==> src/rtl/rrbp_pkg.sv <==
// shared types and constants for the reply byte parser
// no dependencies; imported by every module of the block
`default_nettype none

package rrbp_pkg;

	localparam int LENGTH_BITS_DEF = 30;
	localparam int OUT_LEN_W       = 30;
	localparam logic [OUT_LEN_W-1:0] OUT_LEN_MAX = '1;

	// protocol bytes
	localparam logic [7:0] CH_PLUS  = 8'h2B;
	localparam logic [7:0] CH_MINUS = 8'h2D;
	localparam logic [7:0] CH_COLON = 8'h3A;
	localparam logic [7:0] CH_DOLLAR = 8'h24;
	localparam logic [7:0] CH_STAR  = 8'h2A;
	localparam logic [7:0] CH_CR    = 8'h0D;
	localparam logic [7:0] CH_LF    = 8'h0A;
	localparam logic [7:0] CH_SPACE = 8'h20;
	localparam logic [7:0] CH_TAB   = 8'h09;
	localparam logic [7:0] CH_VT    = 8'h0B;
	localparam logic [7:0] CH_FF    = 8'h0C;
	localparam logic [7:0] CH_ZERO  = 8'h30;
	localparam logic [7:0] CH_NINE  = 8'h39;

	// event kinds
	localparam logic [1:0] EV_NONE = 2'd0;
	localparam logic [1:0] EV_BYTE = 2'd1;
	localparam logic [1:0] EV_DONE = 2'd2;
	localparam logic [1:0] EV_ERR  = 2'd3;

	// element types
	localparam logic [2:0] TY_SIMPLE = 3'd0;
	localparam logic [2:0] TY_ERROR  = 3'd1;
	localparam logic [2:0] TY_INT    = 3'd2;
	localparam logic [2:0] TY_BULK   = 3'd3;
	localparam logic [2:0] TY_NULL   = 3'd4;

	// line kinds of an open simple line
	localparam logic [1:0] LK_SIMPLE = 2'd0;
	localparam logic [1:0] LK_ERROR  = 2'd1;
	localparam logic [1:0] LK_INT    = 2'd2;

	typedef enum logic [2:0] {
		PH_IDLE,
		PH_LINE,
		PH_BHDR,
		PH_AHDR,
		PH_BODY,
		PH_TRAIL,
		PH_ERR
	} phase_t;

	typedef struct packed {
		logic negative;
		logic finished;
		logic started;
	} num_flags_t;

	typedef struct packed {
		logic                 idle;
		logic [OUT_LEN_W-1:0] element_length;
		logic [2:0]           element_type;
		logic [7:0]           payload_byte;
		logic [1:0]           event_kind;
	} result_t;

endpackage

`default_nettype wire

==> src/rtl/rrbp_number.sv <==
// one step of the header number reader (atoi style, saturating)
// depends on rrbp_pkg
`default_nettype none

module rrbp_number #(
	parameter int LENGTH_BITS = rrbp_pkg::LENGTH_BITS_DEF
) (
	input  wire logic [7:0]             data_byte,
	input  wire logic [LENGTH_BITS-1:0] value,
	input  wire rrbp_pkg::num_flags_t   flags,
	output logic [LENGTH_BITS-1:0]      value_d,
	output rrbp_pkg::num_flags_t        flags_d
);
	import rrbp_pkg::*;

	logic                   is_digit;
	logic                   is_space;
	logic                   is_sign;
	logic [LENGTH_BITS+3:0] prod;

	assign is_digit = (data_byte >= CH_ZERO) && (data_byte <= CH_NINE);
	assign is_space = (data_byte == CH_SPACE) || (data_byte == CH_TAB) ||
		(data_byte == CH_VT) || (data_byte == CH_FF);
	assign is_sign  = (data_byte == CH_PLUS) || (data_byte == CH_MINUS);

	// value * 10 + digit, saturates when it spills over the top bits
	assign prod = {1'b0, value, 3'b000} + {3'b000, value, 1'b0} +
		(LENGTH_BITS+4)'(data_byte[3:0]);

	always_comb begin
		value_d = value;
		flags_d = flags;
		if (!flags.finished) begin
			if (is_digit) begin
				flags_d.started = 1'b1;
				if (prod[LENGTH_BITS+3:LENGTH_BITS] != 4'd0) begin
					value_d = '1;
				end else begin
					value_d = prod[LENGTH_BITS-1:0];
				end
			end else if (!flags.started && is_space) begin
				flags_d = flags;
			end else if (!flags.started && is_sign) begin
				flags_d.started  = 1'b1;
				flags_d.negative = (data_byte == CH_MINUS);
			end else begin
				flags_d.started  = 1'b1;
				flags_d.finished = 1'b1;
			end
		end
	end

endmodule

`default_nettype wire

==> src/rtl/rrbp_step.sv <==
// per-byte parser step: next phase, state updates and the result word
// depends on rrbp_pkg and rrbp_number
`default_nettype none

module rrbp_step #(
	parameter int LENGTH_BITS = rrbp_pkg::LENGTH_BITS_DEF
) (
	input  wire logic [7:0]             data_byte,
	input  wire rrbp_pkg::phase_t       phase,
	input  wire logic [1:0]             line_kind,
	input  wire logic [LENGTH_BITS-1:0] byte_count,
	input  wire logic [LENGTH_BITS-1:0] number_value,
	input  wire rrbp_pkg::num_flags_t   num_flags,
	output rrbp_pkg::phase_t            phase_d,
	output logic [1:0]                  line_kind_d,
	output logic [LENGTH_BITS-1:0]      byte_count_d,
	output logic [LENGTH_BITS-1:0]      number_value_d,
	output rrbp_pkg::num_flags_t        num_flags_d,
	output rrbp_pkg::result_t           result
);
	import rrbp_pkg::*;

	localparam int EXT_W = (LENGTH_BITS > OUT_LEN_W) ? LENGTH_BITS : OUT_LEN_W;
	localparam logic [LENGTH_BITS-1:0] LEN_CAP = {1'b1, {(LENGTH_BITS-1){1'b0}}};
	localparam logic [LENGTH_BITS-1:0] LEN_ONE = {{(LENGTH_BITS-1){1'b0}}, 1'b1};

	logic                   is_cr;
	logic                   is_lf;
	logic                   is_line_open;
	logic                   hdr_null;
	logic                   hdr_bad;
	logic [LENGTH_BITS-1:0] cnt_inc;
	logic [LENGTH_BITS-1:0] num_next;
	num_flags_t             flags_next;
	logic [EXT_W-1:0]       cnt_ext;
	logic [EXT_W-1:0]       num_ext;
	logic [OUT_LEN_W-1:0]   cnt_out;
	logic [OUT_LEN_W-1:0]   num_out;
	logic [1:0]             ev;
	logic [7:0]             pb;
	logic [2:0]             ty;
	logic [OUT_LEN_W-1:0]   len;

	rrbp_number #(
		.LENGTH_BITS(LENGTH_BITS)
	) u_number (
		.data_byte(data_byte),
		.value    (number_value),
		.flags    (num_flags),
		.value_d  (num_next),
		.flags_d  (flags_next)
	);

	assign is_cr        = (data_byte == CH_CR);
	assign is_lf        = (data_byte == CH_LF);
	assign is_line_open = (data_byte == CH_PLUS) || (data_byte == CH_MINUS) ||
		(data_byte == CH_COLON);
	assign hdr_null     = num_flags.negative && (number_value == LEN_ONE);
	assign hdr_bad      = (num_flags.negative && (number_value != '0)) ||
		(number_value > LEN_CAP);
	assign cnt_inc      = byte_count + LEN_ONE;

	// clamp lengths to the 30-bit output field
	assign cnt_ext = EXT_W'(byte_count);
	assign num_ext = EXT_W'(number_value);
	assign cnt_out = (cnt_ext > EXT_W'(OUT_LEN_MAX)) ? OUT_LEN_MAX : cnt_ext[OUT_LEN_W-1:0];
	assign num_out = (num_ext > EXT_W'(OUT_LEN_MAX)) ? OUT_LEN_MAX : num_ext[OUT_LEN_W-1:0];

	// next phase
	always_comb begin
		phase_d = phase;
		case (phase)
			PH_IDLE: begin
				if (is_line_open) begin
					phase_d = PH_LINE;
				end else if (data_byte == CH_DOLLAR) begin
					phase_d = PH_BHDR;
				end else if (data_byte == CH_STAR) begin
					phase_d = PH_AHDR;
				end else if (!is_cr && !is_lf) begin
					phase_d = PH_ERR;
				end
			end
			PH_LINE: begin
				if (is_lf) begin
					phase_d = PH_IDLE;
				end
			end
			PH_BHDR: begin
				if (is_lf) begin
					if (hdr_null) begin
						phase_d = PH_IDLE;
					end else if (hdr_bad) begin
						phase_d = PH_ERR;
					end else if (number_value == '0) begin
						phase_d = PH_TRAIL;
					end else begin
						phase_d = PH_BODY;
					end
				end
			end
			PH_AHDR: begin
				if (is_lf) begin
					phase_d = PH_IDLE;
				end
			end
			PH_BODY: begin
				if (cnt_inc >= number_value) begin
					phase_d = PH_TRAIL;
				end
			end
			PH_TRAIL: begin
				if (is_lf) begin
					phase_d = PH_IDLE;
				end else if (!is_cr) begin
					phase_d = PH_ERR;
				end
			end
			default: phase_d = PH_ERR;
		endcase
	end

	// state updates and events
	always_comb begin
		line_kind_d    = line_kind;
		byte_count_d   = byte_count;
		number_value_d = number_value;
		num_flags_d    = num_flags;
		ev             = EV_NONE;
		pb             = 8'h00;
		ty             = TY_SIMPLE;
		len            = '0;
		case (phase)
			PH_IDLE: begin
				if (is_line_open) begin
					if (data_byte == CH_PLUS) begin
						line_kind_d = LK_SIMPLE;
					end else if (data_byte == CH_MINUS) begin
						line_kind_d = LK_ERROR;
					end else begin
						line_kind_d = LK_INT;
					end
					byte_count_d = '0;
				end else if (data_byte == CH_DOLLAR) begin
					byte_count_d   = '0;
					number_value_d = '0;
					num_flags_d    = '0;
				end
			end
			PH_LINE: begin
				if (is_lf) begin
					ev           = EV_DONE;
					ty           = {1'b0, line_kind};
					len          = cnt_out;
					byte_count_d = '0;
				end else if (!is_cr) begin
					ev = EV_BYTE;
					pb = data_byte;
					ty = {1'b0, line_kind};
					if (byte_count < LEN_CAP) begin
						byte_count_d = cnt_inc;
					end
				end
			end
			PH_BHDR: begin
				if (is_lf) begin
					if (hdr_null) begin
						ev             = EV_DONE;
						ty             = TY_NULL;
						byte_count_d   = '0;
						number_value_d = '0;
						num_flags_d    = '0;
					end else if (!hdr_bad) begin
						byte_count_d = '0;
					end
				end else if (!is_cr) begin
					number_value_d = num_next;
					num_flags_d    = flags_next;
				end
			end
			PH_BODY: begin
				ev           = EV_BYTE;
				pb           = data_byte;
				ty           = TY_BULK;
				byte_count_d = cnt_inc;
			end
			PH_TRAIL: begin
				if (is_lf) begin
					ev             = EV_DONE;
					ty             = TY_BULK;
					len            = num_out;
					byte_count_d   = '0;
					number_value_d = '0;
					num_flags_d    = '0;
				end
			end
			default: begin
				ev = EV_NONE;
			end
		endcase
	end

	// sticky error wipes the payload fields
	always_comb begin
		result.event_kind     = ev;
		result.payload_byte   = pb;
		result.element_type   = ty;
		result.element_length = len;
		result.idle           = (phase_d == PH_IDLE);
		if (phase_d == PH_ERR) begin
			result.event_kind     = EV_ERR;
			result.payload_byte   = 8'h00;
			result.element_type   = TY_SIMPLE;
			result.element_length = '0;
		end
	end

endmodule

`default_nettype wire

==> src/rtl/rrbp_out_reg.sv <==
// result register on the master side; frees up as soon as its word is taken
// depends on rrbp_pkg
`default_nettype none

module rrbp_out_reg (
	input  wire logic              clk,
	input  wire logic              arst_n,
	input  wire logic              load,
	input  wire rrbp_pkg::result_t load_data,
	output logic                   space,
	output logic                   out_valid,
	input  wire logic              out_ready,
	output rrbp_pkg::result_t      out_data
);
	import rrbp_pkg::*;

	logic    valid_q;
	result_t data_q;

	assign space     = !valid_q || out_ready;
	assign out_valid = valid_q;
	assign out_data  = data_q;

	always_ff @(posedge clk or negedge arst_n) begin
		if (!arst_n) begin
			valid_q <= 1'b0;
		end else if (load) begin
			valid_q <= 1'b1;
		end else if (out_ready) begin
			valid_q <= 1'b0;
		end
	end

	always_ff @(posedge clk) begin
		if (load) begin
			data_q <= load_data;
		end
	end

endmodule

`default_nettype wire

==> src/rtl/resp_reply_byte_parser.sv <==
// reply byte parser top level: parser state registers, step logic, result register
// depends on rrbp_pkg, rrbp_step, rrbp_out_reg
//
// usage
//  - slave side takes one reply byte per word (s_tdata), s_tlast marks the
//    last byte of a received chunk; the idle bit of that word's result tells
//    whether the reply so far is complete
//  - master side gives exactly one result word per input byte, in order
//  - the result of a byte is registered in the result register at the edge that accepts it;
//    throughput: one byte per cycle while the result register has space, set by the
//    combinational parser step that updates the phase and counters
//  - s_tready is high while the result register is empty or being drained,
//    so a stalled receiver holds off the sender one word later, no loss
//  - reset puts the parser between elements with all counters cleared and
//    the result register empty
//  - a protocol error is sticky: every later word reports an error until reset
`default_nettype none

module resp_reply_byte_parser #(
	parameter int LENGTH_BITS = rrbp_pkg::LENGTH_BITS_DEF
) (
	input  wire logic        clk,
	input  wire logic        arst_n,
	// slave side
	input  wire logic        s_tvalid,
	output logic             s_tready,
	input  wire logic [7:0]  s_tdata,   // [7:0] data_byte
	input  wire logic        s_tlast,   // chunk_end
	// master side
	output logic             m_tvalid,
	input  wire logic        m_tready,
	output logic [39:0]      m_tdata,   // [7:0] payload_byte, [37:8] element_length,
	                                    // [38] idle, [39] zero
	output logic [4:0]       m_tuser    // [1:0] event_kind, [4:2] element_type
);
	import rrbp_pkg::*;

	// parser state
	phase_t                 phase_q;
	logic [1:0]             line_kind_q;
	logic [LENGTH_BITS-1:0] byte_count_q;
	logic [LENGTH_BITS-1:0] number_value_q;
	num_flags_t             num_flags_q;

	phase_t                 phase_d;
	logic [1:0]             line_kind_d;
	logic [LENGTH_BITS-1:0] byte_count_d;
	logic [LENGTH_BITS-1:0] number_value_d;
	num_flags_t             num_flags_d;

	result_t step_res;
	result_t out_res;
	logic    space;
	logic    s_fire;
	logic    chunk_end;

	// chunk_end carries no behavior; the idle bit of every result is valid
	assign chunk_end = s_tlast;
	assign s_tready  = space;
	assign s_fire    = s_tvalid && space && (chunk_end || !chunk_end);

	rrbp_step #(
		.LENGTH_BITS(LENGTH_BITS)
	) u_step (
		.data_byte     (s_tdata),
		.phase         (phase_q),
		.line_kind     (line_kind_q),
		.byte_count    (byte_count_q),
		.number_value  (number_value_q),
		.num_flags     (num_flags_q),
		.phase_d       (phase_d),
		.line_kind_d   (line_kind_d),
		.byte_count_d  (byte_count_d),
		.number_value_d(number_value_d),
		.num_flags_d   (num_flags_d),
		.result        (step_res)
	);

	// state advances once per accepted byte
	always_ff @(posedge clk or negedge arst_n) begin
		if (!arst_n) begin
			phase_q        <= PH_IDLE;
			line_kind_q    <= LK_SIMPLE;
			byte_count_q   <= '0;
			number_value_q <= '0;
			num_flags_q    <= '0;
		end else if (s_fire) begin
			phase_q        <= phase_d;
			line_kind_q    <= line_kind_d;
			byte_count_q   <= byte_count_d;
			number_value_q <= number_value_d;
			num_flags_q    <= num_flags_d;
		end
	end

	rrbp_out_reg u_out (
		.clk      (clk),
		.arst_n   (arst_n),
		.load     (s_fire),
		.load_data(step_res),
		.space    (space),
		.out_valid(m_tvalid),
		.out_ready(m_tready),
		.out_data (out_res)
	);

	// pack the result word
	assign m_tdata = {1'b0, out_res.idle, out_res.element_length, out_res.payload_byte};
	assign m_tuser = {out_res.element_type, out_res.event_kind};

endmodule

`default_nettype wire

==> config.mk <==
export PLATFORM = sky130hd
export DESIGN_NAME = resp_reply_byte_parser
export DESIGN_NICKNAME = d
export VERILOG_FILES = /design/src/rtl/rrbp_pkg.sv /design/src/rtl/rrbp_number.sv /design/src/rtl/rrbp_step.sv /design/src/rtl/rrbp_out_reg.sv /design/src/rtl/resp_reply_byte_parser.sv
export SDC_FILE = /design/constraint.sdc
export NUM_CORES = 1
export LEC_CHECK = 0
export ABC_AREA = 1
export BUFFER_PORTS_ARGS = -buffer_cell sky130_fd_sc_hd__buf_2
export CORE_UTILIZATION = 56
export CTS_CLUSTER_SIZE = 28
export DETAILED_ROUTE_END_ITERATION = 10
export PLACE_DENSITY = 0.87
export SLEW_MARGIN = 20
export SYNTH_ARGS = -nofsm -noshare
export SYNTH_HDL_FRONTEND = slang
export SYNTH_SLANG_ARGS = --single-unit
export TNS_END_PERCENT = 10
==> constraint.sdc <==
create_clock -name clk -period 2.6 [get_ports clk]
set_clock_uncertainty 0.1 [all_clocks]
set_input_delay 0.13 -clock clk [delete_from_list [all_inputs] [get_ports clk]]
set_output_delay 0.13 -clock clk [all_outputs]
set_load 0.02 [all_outputs]
* Word level (Yosys, flattened, before mapping) *
Index checks and enable logic that the tools add are counted.

word-level totals
  logic and storage cells = 158
  bits of input ports = 13
  output and inout bits = 47
  flip-flop bits (word level) = 113

operators by class
  reductions and logical operators = 33
  equal/unequal tests = 34
  order comparisons = 7
  muxes and demuxes = 68
  add/subtract/negate cells = 3

operators by type and width
  operator               number
  $mux 30                20
  $pmux 30 s5            1
  $gt 30x30->1 const B   3
  $pmux 30 s3            1
  $mux 3                 22
  $pmux 30 s2            1
  $eq 8x6->1 const B     6
  $eq 8x4->1 const B     5
  $add 33x31->34         1
  $add 34x4->34          1
  $add 30x1->30 const B  1
  $eq 30x1->1 const B    1
  $ge 30x30->1           1
  $logic_not 30->1       1
  $lt 30x30->1 const B   1
  $reduce_bool 30->1     1
  $mux 2                 9
  $ne 3x2->1 const B     6
  $reduce_and 9->1       2
  $mux 8                 2
  $pmux 8 s2             1
  $pmux 3 s5             1
  $pmux 3 s4             1
  $reduce_and 11->1      1
  25 further kinds       55

* Depth between registers and ports, before layout *
Gate-level depths: netlist of run 1.

  word-level depth = 11
  mapped depth = 22
  gate-level depth less buffers = 22

* Modules after synthesis *
From an unflattened synthesis of run 1, not the netlist that was laid out.

second synthesis, totals
  cells, all modules = 1681
  area, all modules = 10956.8 µm²

modules (own cells, without submodules)
  module                  sequential area each (µm²)  cells each  area each (µm²)  instances
  rrbp_step               0.0                         794         3856.2           1
  rrbp_number             0.0                         539         3004.1           1
  resp_reply_byte_parser  1701.6                      299         2730.1           1
  rrbp_out_reg            1346.3                      49          1366.3           1

* Least setup slack after synthesis of run 1 *
Ideal clock, no wire load.

  path type = register to register
  from = register u_out.valid_q (netlist: u_out.out_valid)
  to = register byte_count_q[7]
  buffers on the path = 1
  required time = 2.371 ns
  setup slack = -0.359 ns
  library setup time = 0.129 ns
  period minus slack after synthesis = 2.959 ns
  arrival = 2.730 ns
  stages on the path, launching flop included = 12
  path through = dfrtp_1 -> nand2_1 -> nand2_1 -> inv_1 -> o21ai_2 -> nor2_1 -> nand3_1 -> nor2_4 -> nand2_2 -> buf_4 -> nand2_1 -> o21ai_0

between the ends
  cells in the longest elaborated chain, start to end = 4

RTL lines
  item                        RTL line                      source
  start, declared             rrbp_out_reg.sv:17            logic valid_q;
  start signal, assigned      rrbp_out_reg.sv:26            valid_q <= 1'b0;
  start signal, assigned      rrbp_out_reg.sv:28            valid_q <= 1'b1;
  start signal, assigned      rrbp_out_reg.sv:30            valid_q <= 1'b0;
  $logic_not 1->1             rrbp_out_reg.sv:20            assign space = !valid_q || out_ready;
  $logic_or 1x1->1            rrbp_out_reg.sv:20
  named net s_tready          resp_reply_byte_parser.sv:26  output logic s_tready,
  $logic_and 1x1->1           resp_reply_byte_parser.sv:60  assign s_fire = s_tvalid && space && (chunk_end || !chunk_end);
  named net s_fire            resp_reply_byte_parser.sv:54  logic s_fire;
  $reduce_and 8->1 (no line)  n/a
  end signal, assigned        resp_reply_byte_parser.sv:90  byte_count_q <= byte_count_d;
  end, declared               resp_reply_byte_parser.sv:41  logic [LENGTH_BITS-1:0] byte_count_q;

The timed path passes the listed nets, and every way through them passes these cells.
A chain may end at the register's enable or synchronous reset.

==> impl_metrics.ini, run 1 <==
[floorplan]
top_level_ports = 60
die_h_microns = 130
die_w_microns = 130
initial_core_util_pct = 57.6
coreArea_sq_um = 16000
num_rows = 46
die-area_sq_um = 17000

[sta]
setup_viol = 32
min_period_over_period_pct = 124
timing.hold.ws_ns = 0.0206
slew_headroom_pct = 53.5
report.final.slew_viol_count = 0
fin_setup_tns_ns = -10.81
setup_ws_ns = -0.624
finalHoldViolCount = 0
fin_crit_ns = 3.22
rsz0062_at_grt = yes
fmax_ghz = 0.310
worst_slew_pin_slew_ns = 0.697

[placement]
gp_congestion = 0.993
dp_worst_setup_slack_ns = -0.483
dpl.cell_count = 1795
io_buffers = 57
placed_area_sq_um = 11300
place_hpwl_mm = 21.7

[min_path]
hp-start = s_tvalid
hold_class = input port to flop
min_to = phase_q[0]$_DFFE_PN0P_
min_path_cells = 4

[drt]
vias = 10200
antenna_left = 0
wl_mm = 29.9
viasPerCell = 5.53
drt_pass1_iterations = 5
drc = 0
first_iter_violations = 1144
post_drt_wl_per_cell_microns = 16.2

[run]
cap_viol_max_count = 0

[logic_synthesis]
synth_edf_count = 44
synth_cell_types = 42
yosysWarnings = 0
synth_area_leaders = dfrtp_1, nand2_1, edfxtp_1
synth_top_cell_by_area = dfrtp_1
ys.flop_type = dfrtp_1
ys_seq_area_share_pct = 33.0
async_flop_share_pct = 61.1
syn_area_sq_um = 9220
avgSynthCellArea_sq_um = 6.95
synth_top_area_share_pct = 18.7
syn-num-nets = 1433
ys_ff_latch = 113
syn_inst = 1328

[cts]
h-tree-depth = 4
cts_tree = yes
root_buffer = clkbuf_16
cts_buffer_depth = 2
clk_pin_slew_ns = 0.06
cts.sinks = 113
clkLatencyLatePin_ns = 0.44
cts_made_buffers = 17

[power_and_ir_drop]
peakVddDrop_mv = 0.410
p_per_area_nw_per_um2 = 593
p_leak_nw = 6.81
total_power_mw = 7.29

[layout]
diodes = 0
fin_util_pct = 76.8
final_cell_mix = nand2_1, buf_4, inv_1
layout-area-overhead-vs-synth_pct = 33.2
final_nets = 1725
final_cell_count_no_fill = 1849
drive_above_1_share_pct = 23.5
final_common_cell = nand2_1
final_area_sq_um = 12300

[worst_setup_path]
crit_start = byte_count_q[1]$_DFFE_PN0P_
r2r_start = byte_count_q[1]$_DFFE_PN0P_
path_max_fanout = 3
path_class = flop to flop
r2r_cells = 19
cp.required_ns = 2.69
crit_arrival_ns = 3.31
r2r_slack_ns = -0.62
startpoint_type = flop
r2r-end = u_out.out_data[43]$_DFFE_PP_
endpoint_kind = flop

[global_routing]
grt_overflow = 0
grt_pass1_wl_mm = 45.5
grt_max_degree = 49
grt_pass1_vias = 9452
antenna_found_initial = 0
grt.total_usage_pct = 35.3

[outcome]
failed_checks = negative setup slack
outcome = complete, but fails checks
[timing repair]
| action | in CTS | in global routing |
|---|---|---|
| gates cloned | 2 | 0 |
| pin swaps | 12 | 15 |
| endpoints found under the hold margin | 30 | 0 |
| gates resized for setup | 16 | 24 |
| setup endpoints to repair | 32 | 37 |
| hold buffers | 7 | 0 |
| buffers inserted | 8 | 5 |
[final cells by class]
cell class | instances | area [sq um]
Multi-Input combinational cell | 987 | 5420
Fill cell | 1172 | 3710
Sequential cell | 113 | 3050
Timing Repair Buffer | 296 | 2190
Inverter | 205 | 773
Clock buffer | 20 | 447
Tap cell | 216 | 270
Clock inverter | 12 | 140
[worst max-delay path, stage by stage, from the launching register on]
cell and delay, ns:
dfrtp_1 0.37, ha_2 0.19, nand2_2 0.05, nor2_2 0.10
nand2_1 0.08, nor2_1 0.09, nand4_1 0.22, nor3_2 0.28
xor2_1 0.25, inv_1 0.09, ha_2 0.33, nand4_1 0.16
nor2_1 0.18, nand4_1 0.10, nand2_1 0.07, nor2_1 0.04
nand2_1 0.10, nand2_1 0.07, nand2_2 0.07, nor2_1 0.04
[layer usage]
layer  share of wire [%]  GRT usage, %  wire, microns  vias to the layer above
li1                    -             -              -                     4849
met1                  41          44.1          12100                     4752
met2                  47          58.5          14100                      511
met3                 7.9          6.56           2370                      119
met4                 4.3          17.8           1290                        0
met5                   0             0              0                        -
[report_power, final]
part | internal, mW | switching (mW) | leakage (nW)
clock network | 1.51 | 0.849 | 0.284
registers | 2.06 | 0.148 | 1.39
logic | 1.01 | 1.71 | 5.14
total | 4.59 | 2.70 | 6.81
[synth_stat cells (2+ instances only)]
master and n:
a21oi_1 42, nor2_2 6, xor2_1 19, nand3_1 62
buf_4 8, edfxtp_1 44, ha_1 90, nor4_1 3
fa_1 2, o22ai_1 19, o21ai_0 36, buf_2 9
o32ai_1 2, clkbuf_1 6, inv_2 8, dfrtp_1 69
and3_1 2, nand4_1 31, o21ai_1 23, nor3_1 26
nand3b_1 4, nor2_4 2, nand2_2 2, and2_1 4
nand2_1 449, inv_1 197, nand3_2 2, xnor2_1 22
or2_2 3, nor2_1 121, o21bai_1 4
[how the worst max path moves through the flow]
stage / cells after the start / to / slack (ns)
finish: 19 / u_out.out_data[43]$_DFFE_PP_ / -0.62
global route: 21 / u_out.out_data[43]$_DFFE_PP_ / -0.84
CTS: 19 / u_out.out_data[43]$_DFFE_PP_ / -0.50
detailed placement: 21 / u_out.out_data[43]$_DFFE_PP_ / -0.48
global placement: 21 / u_out.out_data[43]$_DFFE_PP_ / -0.43
floorplan: 21 / u_out.out_data[43]$_DFFE_PP_ / -0.19
[sequential cells by signal (all words and copies together), names as in the netlist]
name,flops
u_out.out_data,44
byte_count_q,30
number_value_q,30
num_flags_q,3
phase_q,3
line_kind_q,2
u_out.out_valid,1
[kinds of logic after synthesis]
kind of cell	share of synthesized area, %
DFF	33.0
AOI/OAI and AO/OA	7.70
buffers and inverters	9.73
adders and majority gates	12.6
and+or+nand+nor	32.9
other	0.0407
xor gates and xnor gates	3.89
No activity file was read; power rests on OpenSTA's default activity.
==> inputs of run 2 (changes only) <==
--- a/config.mk
+++ b/config.mk
@@ -10,6 +10,7 @@
 export CORE_UTILIZATION = 56
 export CTS_CLUSTER_SIZE = 28
 export DETAILED_ROUTE_END_ITERATION = 10
+export GPL_TIMING_DRIVEN = 0
 export PLACE_DENSITY = 0.87
 export SLEW_MARGIN = 20
 export SYNTH_ARGS = -nofsm -noshare
==> run 2 against run 1 <==
The run still ends with negative setup slack left; worst hold slack improved by 0.048 ns; sequential power about the same; final area decreased by 7.0%; utilization decreased by 5.4 points; sequential share of layout area increased by 2.0 points; global-route usage decreased by 2.6 points.
==> impl_metrics.ini, run 2 (synthesis results as in run 1) <==
[min_path]
hold_class = input port to flop

[power_and_ir_drop]
switching_share_pct = 37.2
p_clk_share_pct = 32.6
peakVddDrop_mv = 0.363
seqPwrFrac_pct = 29.3
p_per_area_nw_per_um2 = 663
p_int_mw = 4.76
netSwitchingPower_mw = 2.82
total_power_mw = 7.58
p_comb_share_pct = 38.1
p_leak_nw = 5.98

[layout]
layout-area-overhead-vs-synth_pct = 23.9
largest_reg_flops = 44
drive_above_1_share_pct = 19.4
final_common_cell = nand2_1
final_nets = 1559
final_cell_count_no_fill = 1683
diodes = 0
final_cell_mix = nand2_1, inv_1, nor2_1

[worst_setup_path]
endpoint_kind = flop
path_max_fanout = 4
cp.required_ns = 2.68
path_class = flop to flop
crit_arrival_ns = 3.50
path_cells = buf_4 -> buf_4 -> clkinvlp_4 -> nor3_4 -> nand4_1 -> xor2_1 -> inv_1 -> ha_1 -> nand2_1 -> nor2_2 -> nand4_1 -> nor2_2 -> nand4_1 -> nand2_1 -> nor2_1 -> nand2_1 -> nand2_1 -> nand2_2 -> nor2_1
r2r_slack_ns = -0.82
cpMostUsedCell = nand2_1
startpoint_type = flop
cp_slowest_cell = dfrtp_1
cpPeakStageDelay_ns = 0.40
cp_top_family = simple AND/OR/NAND/NOR gates
path_buf_inv = 4

[sta]
fin_crit_ns = 3.42
worst_slew_pin_slew_ns = 1.07
slew_headroom_pct = 28.1
rsz0062_at_grt = yes
report.final.slew_viol_count = 0
finalHoldViolCount = 0
setup_viol = 32
min_period_over_period_pct = 132
fmax_ghz = 0.292
setup_ws_ns = -0.822

[cts]
cts_made_buffers = 17
clkLatencyLatePin_ns = 0.42
clk_pin_slew_ns = 0.06
root_buffer = clkbuf_16
cts.sinks = 113
cts_tree = yes
h-tree-depth = 4
cts_buffer_depth = 2

[floorplan]
die_h_microns = 130
die-area_sq_um = 17000
initial_core_util_pct = 57.6
die_w_microns = 130
num_rows = 46
coreArea_sq_um = 16000
top_level_ports = 60

[placement]
place_hpwl_mm = 19.7
dp_worst_setup_slack_ns = -1.01
io_buffers = 57
gp_congestion = 0.981
dpl.cell_count = 1602

[global_routing]
grt_pass1_vias = 8916
grt.total_usage_pct = 32.7
antenna_found_initial = 0
grt_pass1_wl_mm = 42.9
grt_overflow = 0
grt_max_degree = 46

[drt]
antenna_left = 0
wl_mm = 28.5
post_drt_wl_per_cell_microns = 16.9
drt_pass1_iterations = 8
viasPerCell = 5.76
vias = 9702
drc = 0
first_iter_violations = 983

[outcome]
outcome = complete, but fails checks
failed_checks = negative setup slack

[run]
cap_viol_max_count = 0
run 2: cell count changes in the layout (fill, tap and decap cells not counted), moves of 8 or more:
cell,change
nand2_2,+16
ha_4,+16
nor2_2,+8
buf_4,-175
nor2_1,-13
nand2_1,-19
dfrtp_1,-9
dfrtp_2,+9
ha_1,-18
run 2: power by group through the flow:
stage | Sequential [mW] | Combinational (mW) | Clock, mW
final | 2.22 | 2.89 | 2.47
after CTS | 2.20 | 2.50 | 2.47
after global routing | 2.23 | 3.07 | 2.53
after detailed placement | 2.25 | 2.28 | 0
after global placement | 2.24 | 2.18 | 0
after floorplan | 2.31 | 1.57 | 0
run 2: timing repair:
action                     4_1_cts  5_1_grt
pin swaps                       21       31
hold endpoints to repair        76        0
gates resized for setup         35      102
hold buffers                     7        0
setup endpoints to repair       62       57
buffers inserted                26       12
gates cloned                     2        2
run 2: worst paths after layout:
path / startpoint / end / cells past startpoint
max in group asynchronous: arst_n / byte_count_q[8]$_DFFE_PN0P_ / 3
min in group asynchronous: arst_n / byte_count_q[23]$_DFFE_PN0P_ / 2
worst min register to register: line_kind_q[0]$_DFFE_PN0P_ / line_kind_q[0]$_DFFE_PN0P_ / 2
worst max-delay path: byte_count_q[0]$_DFFE_PN0P_ / u_out.out_data[43]$_DFFE_PP_ / 19
worst min-delay path: s_tdata[3] / u_out.out_data[5]$_SDFFCE_PN0P_ / 3
worst max register to register: byte_count_q[0]$_DFFE_PN0P_ / u_out.out_data[43]$_DFFE_PP_ / 19
run 2: layout make-up:
class	instances	area, sq um
clock inverters	11	159
inverters	205	777
well taps	216	270
flip-flops and latches	113	3060
clock buffers	21	470
multi-input cells	987	5850
fillers	1222	4570
repair inverters	1	5.00
repair buffers	106	686
plain buffers	23	155
run 2: worst min-delay path, stage by stage:
cell	delay, ns
buf_2	0.14
inv_1	0.10
nor2_1	0.05
run 2: through the flow:
step           hold slack [ns]  TNS, ns  instance area [sq um]  util, %
2_1_floorplan           -0.266    -1.13                   9260        -
3_5_place_dp           -0.0284   -26.53                   9840     61.5
5_1_grt                 0.0980   -13.52                  11400     71.4
6_report                0.0690    -9.31                  11400     71.4
4_1_cts                 0.0434    -8.25                  10900     67.8
3_3_place_gp             0.346   -23.26                   9810     61.3
run 2: per-layer routing:
metal | part of all wire (%) | track usage [%]
met1 | 39 | 40.3
met2 | 48 | 55.7
met3 | 8.8 | 5.70
met4 | 4.7 | 15.2
met5 | 0 | 0
